### config.mk
export PLATFORM = sky130hd
export DESIGN_NAME = amst_finish
export DESIGN_NICKNAME = d
export VERILOG_FILES = /design/src/design/amst_pkg.sv /design/src/design/amst_finish.sv
export SDC_FILE = /design/constraint.sdc
export NUM_CORES = 1
export LEC_CHECK = 0
export BUFFER_PORTS_ARGS = -buffer_cell sky130_fd_sc_hd__buf_2
export CAP_MARGIN = 5
export CORE_AREA = 10 10 465 467
export DETAILED_ROUTE_END_ITERATION = 10
export DIE_AREA = 0 0 475 477
export PLACE_DENSITY = 0.39
export SETUP_SLACK_MARGIN = 0.5
export SYNTH_ARGS = -nofsm -noshare
export SYNTH_HDL_FRONTEND = slang
export SYNTH_SLANG_ARGS = --single-unit
### constraint.sdc
create_clock -name vclk -period 18.9
set_input_delay 3.78 -clock vclk [all_inputs]
set_output_delay 3.78 -clock vclk [all_outputs]
set_load 0.01 [all_outputs]
### src/design/amst_pkg.sv
// Shared types, codes and constants of the affine matrix stack transform.
package amst_pkg;

  localparam int STACK_LEVELS_DEF = 32;
  localparam int COEF_W           = 32;
  localparam int COORD_W          = 16;
  localparam int MAT_WORDS        = 6;
  localparam int CFG_IDX_W        = 1;
  localparam int CFG_DATA_W       = 16;

  localparam logic [2:0] KIND_PUSH   = 3'd0;
  localparam logic [2:0] KIND_POP    = 3'd1;
  localparam logic [2:0] KIND_MUL    = 3'd2;
  localparam logic [2:0] KIND_BEGIN  = 3'd3;
  localparam logic [2:0] KIND_VERTEX = 3'd4;

  localparam logic [2:0] ST_DONE      = 3'd0;
  localparam logic [2:0] ST_APPENDED  = 3'd1;
  localparam logic [2:0] ST_DUPLICATE = 3'd2;
  localparam logic [2:0] ST_OVERFLOW  = 3'd3;
  localparam logic [2:0] ST_UNDERFLOW = 3'd4;

  localparam logic [CFG_IDX_W-1:0] CFG_ORIGIN_X = 1'b0;
  localparam logic [CFG_IDX_W-1:0] CFG_ORIGIN_Y = 1'b1;

  localparam logic [COEF_W-1:0] Q16_ONE = 32'h0001_0000;

  // word order: a, b, c, d, tx, ty
  typedef logic [MAT_WORDS-1:0][COEF_W-1:0]     word6_t;
  typedef logic [2*MAT_WORDS-1:0][2*COEF_W-1:0] prod_t;

  localparam word6_t MAT_IDENTITY = {32'd0, 32'd0, Q16_ONE, 32'd0, 32'd0, Q16_ONE};

  typedef struct packed {
    logic [2:0]               kind;
    logic signed [COEF_W-1:0] coef_a;
    logic signed [COEF_W-1:0] coef_b;
    logic signed [COEF_W-1:0] coef_c;
    logic signed [COEF_W-1:0] coef_d;
    logic signed [COEF_W-1:0] shift_x;
    logic signed [COEF_W-1:0] shift_y;
    logic signed [COEF_W-1:0] point_x;
    logic signed [COEF_W-1:0] point_y;
  } in_item_t;

  typedef struct packed {
    logic signed [COORD_W-1:0] out_x;
    logic signed [COORD_W-1:0] out_y;
    logic [2:0]                status;
    logic                      saturated;
  } out_item_t;

  typedef struct packed {
    word6_t                    mat;
    logic signed [COORD_W-1:0] vx;
    logic signed [COORD_W-1:0] vy;
    logic                      sat;
  } fin_t;

endpackage

### src/design/amst_finish.sv
// Sum, shift and saturation of the products into a new matrix and a vertex.
module amst_finish (
  input  amst_pkg::prod_t    prod,
  input  amst_pkg::word6_t   mat,
  input  logic signed [15:0] ofs_x,
  input  logic signed [15:0] ofs_y,
  output amst_pkg::fin_t     fin
);
  import amst_pkg::*;

  logic [MAT_WORDS-1:0][65:0] tot;
  logic [16:0]                cx;
  logic [16:0]                cy;

  function automatic logic [31:0] sat32(input logic [49:0] h);
    logic [31:0] r;
    if (&h[49:31] || ~|h[49:31]) begin
      r = h[31:0];
    end else if (h[49]) begin
      r = 32'h8000_0000;
    end else begin
      r = 32'h7FFF_FFFF;
    end
    return r;
  endfunction

  function automatic logic [16:0] to_coord(input logic [65:0] t, input logic [15:0] off);
    logic [33:0] q;
    logic        inc;
    logic [35:0] w;
    logic [16:0] r;
    q   = t[65:32];
    inc = t[65] & (|t[31:0]);
    w   = {{2{q[33]}}, q} + {35'd0, inc} + {{20{off[15]}}, off};
    if (&w[35:15] || ~|w[35:15]) begin
      r = {1'b0, w[15:0]};
    end else if (w[35]) begin
      r = {1'b1, 16'h8000};
    end else begin
      r = {1'b1, 16'h7FFF};
    end
    return r;
  endfunction

  always_comb begin
    fin = '0;
    for (int i = 0; i < MAT_WORDS; i++) begin
      tot[i] = {{2{prod[2*i][63]}}, prod[2*i]}
             + {{2{prod[2*i+1][63]}}, prod[2*i+1]}
             + ((i >= 4) ? {{18{mat[i][31]}}, mat[i], 16'd0} : 66'd0);
      fin.mat[i] = sat32(tot[i][65:16]);
    end
    cx      = to_coord(tot[4], ofs_x);
    cy      = to_coord(tot[5], ofs_y);
    fin.vx  = cx[15:0];
    fin.vy  = cy[15:0];
    fin.sat = cx[16] | cy[16];
  end

endmodule

==> results summary, run 1 <==
For the finished layout, the period the worst path requires is 17090 ps. Input and output buffers added on the ports amount to 1089. The die span in y is 477 µm. The effective utilization at floorplan came out at 16.5%. The overflow left after global routing came out at 0. The worst hold path terminates at fin[17].

Summing every instance area after synthesis gives 34200 µm². The slowest stage of the critical path belongs to the cell sky130_fd_sc_hd__o31ai_1. The post-synthesis net count came out at 6701. The warning count from the yosys run is 0. There are 0 flip-flops and latches. The flow ran to the end, and the final reports show no timing, DRC or antenna violations. The completed layout was analyzed and its total power is 3220 µW.

The critical path is of the in -> out type. The multi-input combinational cells in the finished layout cover a total of 32600 µm². The peak ir drop on the vdd network is 0.0385 mV. The routed length per instance is 22.8 µm. From synthesis to final layout, the design area changed by 23.7%. The required time of the worst setup path came out at 15120 ps.

The net switching share of the total power is 65.4%. The number of hold-repair buffers added at the cts stage is 0. The number of vias in the routed layout came out at 44000. The relative slew slack is 16.1%. The largest stage delay on the critical path came out at 600 ps. The filler cells instantiated in the layout total 23700. The startpoint identified for the worst hold timing path is ofs_x[0]. The initial antenna violation count was 51. The total net switching power came out at 2100 µW. In the final layout, the share of cells above drive strength 1 is 19.9%. The min-delay analysis places its worst path in the category in -> out.

The layout has 0 clock buffers. The via count of the first global-routing pass came out at 43500. The overall fraction of global-route tracks in use is 16.2%. The average size of a mapped cell came out at 6.66 µm². The maximum number of pins on one net before global-route repair is 64. Timing would allow up to 58.5 MHz. The worst setup path is launched from an input pin. The number of setup violations in the final report came out at 0. The final routed DRC violation total is 0. The area of the die is 227000 µm². The design internal power came out at 1110 µW.

The HPWL after detailed placement is 179000 µm. sky130_fd_sc_hd__a21oi_1 is the most common cell in the netlist. At the pin with the least slew margin, the transition time is 1250 ps. At the worst endpoint, the arrival time is 13310 ps. The area share of the largest cell type after synthesis came out at 17.5%. The horizontal die dimension is 475 µm.

The total power per unit cell area is 76.1 nW/µm². In the post-synthesis netlist, the biggest area contributors are sky130_fd_sc_hd__ha_1 (18%), sky130_fd_sc_hd__a21oi_1 (10%), sky130_fd_sc_hd__nand2_1 (6.1%), sky130_fd_sc_hd__fa_1 (6.0%), sky130_fd_sc_hd__o21ai_0 (5.8%). The region available for standard cell placement spans 206000 µm². The count of max-cap constraint violations is 0. The largest total area in the synthesized netlist belongs to sky130_fd_sc_hd__ha_1. In this run the remaining antenna-violating nets after routing total 0. The final sum of negative setup slack came out at 0 ps. Of the synthesized area, sequential elements account for 0%. The post-synthesis instance total is 5129. The sequential cell area came out at 0 µm². The post-CTS setup-driven buffer insertion count came out at 0.

For this block, the initial DRC count from the detailed router was 3367. The row count is 167. The final number of max-transition violations was 0. The number of primary I/O pins is 1217.

After layout, the worst path uses 90.4% of the clock period. The share of power burned in registers came out at 0%. The largest fanout on the critical path came out at 14.

The combinational share of power came out at 100.0%. The final weighted congestion in routability-driven placement came out at 0.959. Wires add up to 198000 µm.

Counting instances, the worst hold path has a depth of 4. The ratio of routed vias to standard cells came out at 5.07. The global-route wire length before repair came out at 288000 µm. The total number of nets in the final design came out at 7558. Setup repair after global routing left no endpoint under its margin.

The number of hold-slack violations in the final timing report came out at 0. Once the clock tree was built, the resizer swapped 0 gates to a different size. In the synthesized netlist, the cells that appear most often are sky130_fd_sc_hd__a21oi_1 (705), sky130_fd_sc_hd__nand2_1 (551), sky130_fd_sc_hd__ha_1 (478), sky130_fd_sc_hd__o21ai_0 (396), sky130_fd_sc_hd__nor2_1 (375).

The post-synthesis cell type count came out at 88. The number of optimization iterations in the first detailed-route pass came out at 5. The clock network burns 0% of the power. The leakage dissipation is 0.0177 µW. The worst setup path is captured at an output pin.
[how the worst max path moves through the flow]
stage | start | to | slack [ps]
final | prod[513] | fin[28] | 1810
after global routing | prod[513] | fin[28] | 1320
after CTS | prod[513] | fin[28] | 1900
after detailed placement | prod[641] | fin[13] | 1960
after global placement | prod[513] | fin[28] | 1970
after floorplan | prod[513] | fin[27] | 4410
[layout by cell type (no fill, tap or decap), types with 17 or more instances in the layout]
cell type / instances
sky130_fd_sc_hd__fa_1: 102
sky130_fd_sc_hd__mux2i_1: 88
sky130_fd_sc_hd__ha_1: 478
sky130_fd_sc_hd__o21bai_1: 71
sky130_fd_sc_hd__and4_1: 35
sky130_fd_sc_hd__buf_4: 23
sky130_fd_sc_hd__or3_1: 29
sky130_fd_sc_hd__nor3_1: 143
sky130_fd_sc_hd__xor2_1: 162
sky130_fd_sc_hd__xnor2_1: 169
sky130_fd_sc_hd__a21boi_0: 21
sky130_fd_sc_hd__inv_1: 163
sky130_fd_sc_hd__a31oi_1: 53
sky130_fd_sc_hd__or4_1: 18
sky130_fd_sc_hd__a221oi_1: 17
sky130_fd_sc_hd__nand2_1: 551
sky130_fd_sc_hd__a21oi_1: 703
sky130_fd_sc_hd__o21ai_0: 396
sky130_fd_sc_hd__a211oi_1: 65
sky130_fd_sc_hd__and3_1: 41
sky130_fd_sc_hd__a21o_1: 132
sky130_fd_sc_hd__nand2b_1: 63
sky130_fd_sc_hd__buf_2: 1089
sky130_fd_sc_hd__a2111oi_0: 20
sky130_fd_sc_hd__nor2_1: 375
sky130_fd_sc_hd__nor4_1: 56
sky130_fd_sc_hd__o21a_1: 49
sky130_fd_sc_hd__a211o_1: 18
sky130_fd_sc_hd__o221ai_1: 20
sky130_fd_sc_hd__nand3_1: 157
sky130_fd_sc_hd__a311oi_1: 17
sky130_fd_sc_hd__nor2b_1: 41
sky130_fd_sc_hd__and2_1: 27
sky130_fd_sc_hd__nand4_1: 211
sky130_fd_sc_hd__o31ai_1: 26
sky130_fd_sc_hd__o211ai_1: 74
sky130_fd_sc_hd__mux2_2: 23
[metal layers]
layer  vias to the layer above  track usage, %  wire, µm
met1                     21200            21.6     89500
li1                      21100               -         -
met5                         -               0       168
met4                        28            1.60      2820
met3                       184            2.08     11900
met2                      1590            28.3     94100
[cell families after synthesis]
group	Yosys count	share of synthesized area, %
AO/OA/AOI/OAI	1863	33.7
multiplexers	112	3.37
AND/OR/NAND/NOR	1819	26.1
XOR/XNOR	332	8.51
buffers and inverters	423	4.82
adder cells (fa/ha/maj)	580	23.5
[layout make-up]
cell class,count,area share (%)
multi-input combinational,4706,77.2
timing repair buffer,1112,13.3
tap,2704,8.01
inverter,166,1.47
antenna,8,0.0474
[power groups by stage]
stage	logic (µW)	registers, µW	clock network (µW)
global route	3510	0	0.00000709
floorplan	2000	0	0
global placement	3190	0	0
detailed placement	3190	0	0
CTS	3210	0	0
finish	3220	0	0.0000572
[stage by stage]
stage	area [µm²]	instances	hold WS [ps]	setup WS [ps]	utilization (%)
final	42300	8696	8200	1810	20.5
after global routing	42200	8689	8240	1320	20.5
after CTS	42200	8688	8200	1900	20.5
after detailed placement	42200	8688	8200	1960	20.5
after global placement	42200	8688	8190	1970	20.5
after floorplan	34200	5129	7860	4410	-
[critical path: cells and delay by family]
family / cells / cell delay [ps]
AO/OA/AOI/OAI: 10 / 2990
XOR/XNOR: 1 / 450
adder cells (fa/ha/maj): 5 / 1660
buffers and inverters: 3 / 360
multiplexers: 1 / 410
AND/OR/NAND/NOR: 12 / 3640
Power figures use the tool's default switching activity.
==> inputs of run 2 (changes only) <==
--- a/config.mk
+++ b/config.mk
@@ -7,10 +7,9 @@
 export LEC_CHECK = 0
 export BUFFER_PORTS_ARGS = -buffer_cell sky130_fd_sc_hd__buf_2
 export CAP_MARGIN = 5
-export CORE_AREA = 10 10 465 467
+export CORE_AREA = 10 10 470 472
 export DETAILED_ROUTE_END_ITERATION = 10
-export DIE_AREA = 0 0 475 477
-export PLACE_DENSITY = 0.39
+export DIE_AREA = 0 0 480 482
 export SETUP_SLACK_MARGIN = 0.5
 export SYNTH_ARGS = -nofsm -noshare
 export SYNTH_HDL_FRONTEND = slang
==> run 2 against run 1 <==
Compared with the run above:
- wire length grew 2.5%
- worst setup slack lost 210 ps
- cell area grew 0.73%
- cell count grew 1.7%
- first-iteration DRC count grew 20%
- via count grew 1.1%
- highest routed layer unchanged
==> results summary, run 2 (synthesis gave the netlist of run 1 again) <==
The flow ran to the end, and the final reports show no timing, DRC or antenna violations. For this block, the initial DRC count from the detailed router was 4028. The most frequent standard cell in the layout excluding fill and tap cells is sky130_fd_sc_hd__buf_2.

The layout cell share with drive strength beyond 1 came out at 20.1%. In the finished design the tool counted flip-flops and latches totalling 0. The final wirelength is 203000 µm. For this run, global-route usage on met3 was measured as 2.39%. The effective utilization at floorplan came out at 16.2%. The largest fanout on the critical path is 13. Leaving out fill and tap cells, the most frequent cells in the layout are sky130_fd_sc_hd__buf_2 (1089), sky130_fd_sc_hd__a21oi_1 (703), sky130_fd_sc_hd__nand2_1 (551). The initial antenna violation count is 42. The transition time at the pin with the least slew margin is 1290 ps. The die span in y is 482 µm. The path class of the tightest hold or removal check is in -> out. The met2 routing resource usage after global routing came out at 28.7%.

The horizontal die dimension is 480 µm. Headroom to the max-slew limit came out at 13.8%. Across the run, the number of max-cap violations was 0. The area of the die came out at 231000 µm².

The area growth from synthesis to final layout came out at 24.6%. The maximum number of pins on one net before global-route repair is 64. Summing all multi-input logic gate instances after layout gives 32600 µm². The number of setup violations in the final report came out at 0. The worst setup path is launched from an input pin.

The area of the core came out at 211000 µm². At the end of routability-driven placement, the weighted congestion stood at 1.00. After clock tree synthesis, the flow added hold-fix buffers numbering 0. The ratio of routed vias to standard cells is 5.03. Tracing the worst setup path back leads to its startpoint at prod[682]. Among all stages on the critical path, the largest delay is contributed by sky130_fd_sc_hd__nor4_1. Subtracting the final worst setup slack from the clock period gives 17300 ps. The global-route wire length before repair came out at 285000 µm. The final sum of negative setup slack is 0 ps.

The non-filler instance count after layout came out at 8847. The overall fraction of global-route tracks in use is 16.1%. The final number of max-transition violations is 0.

The count of buffers from port buffering is 1089. met2 is the most crowded layer. The post-CTS setup-driven buffer insertion count came out at 0.

The number of filler cells placed in the layout came out at 24300. The via count of the first global-routing pass is 42100. The largest stage delay on the critical path is 750 ps. The residual antenna-violating net count after detailed routing came out at 0. The data arrival time of the worst path came out at 13520 ps. The overflow left after global routing is 0.

The number of optimization iterations in the first detailed-route pass is 6. For this run, global-route usage on met1 was measured as 19.0%. The row count came out at 169. Across all hold checks on the routed design, the worst slack comes to 8130 ps. Summing all flip-flop and latch instances after layout gives 0 µm².

The layout clock buffer count came out at 0. After legalization and detailed placement, the total HPWL measured 183000 µm. Of the available clock period, the critical path in the final layout requires 91.5%. The final layout contains 7572 nets. The number of primary I/O pins came out at 1217. Dividing the detail-routed wire length by the instance count gives 23.0 µm. Once the clock tree was built, the resizer swapped 0 gates to a different size. Based on the critical path, the design can be clocked at up to 57.8 MHz. The number of hold-slack violations in the final timing report came out at 0. The critical path is of the in -> out type.

The final routed DRC violation total is 0. The required time of the worst setup path is 15120 ps. Setup repair after global routing left no endpoint under its margin.

The endpoint kind of the worst setup timing path is an output pin. The start point of the worst min-delay path is ofs_x[0]. For this block, the via count after detailed routing is 44500. In this run, placement finished with an instance count of 8819.
[run 2: changes by cell type in the layout (fill, tap and decap cells not counted), sizes merged]
cell / delta
buf: +14
diode: +20
[run 2: worst paths after layout]
path | endpoint | slack, ps | depth (start not counted)
max | fin[6] | 1600 | 30
min | fin[17] | 8130 | 4
[run 2: stage by stage]
step,utilization (%),setup WS (ps),instance area (µm²)
finish,20.2,1600,42600
global placement,20.1,1370,42500
CTS,20.1,1130,42500
detailed placement,20.1,1160,42500
floorplan,-,4410,34200
global route,20.1,904,42500
[run 2: critical path: cells and delay by family]
kind / cells / cell delay [ps]
AOI/OAI and AO/OA: 12 / 4390
and+or+nand+nor: 8 / 2440
adders and majority gates: 4 / 1980
buffers and inverters: 6 / 900
[run 2: final cells by class]
cell class | count | share of cell area (%)
tap | 2821 | 8.29
multi-input combinational | 4706 | 76.6
timing repair buffer | 1126 | 13.5
inverter | 166 | 1.46
antenna | 28 | 0.165
[run 2: routing by layer]
metal  routed length (µm)  vias up
met5                   85        -
met4                10600       12
met3                13600      339
met2                99000     2170
met1                80100    20800
li1                     -    21200
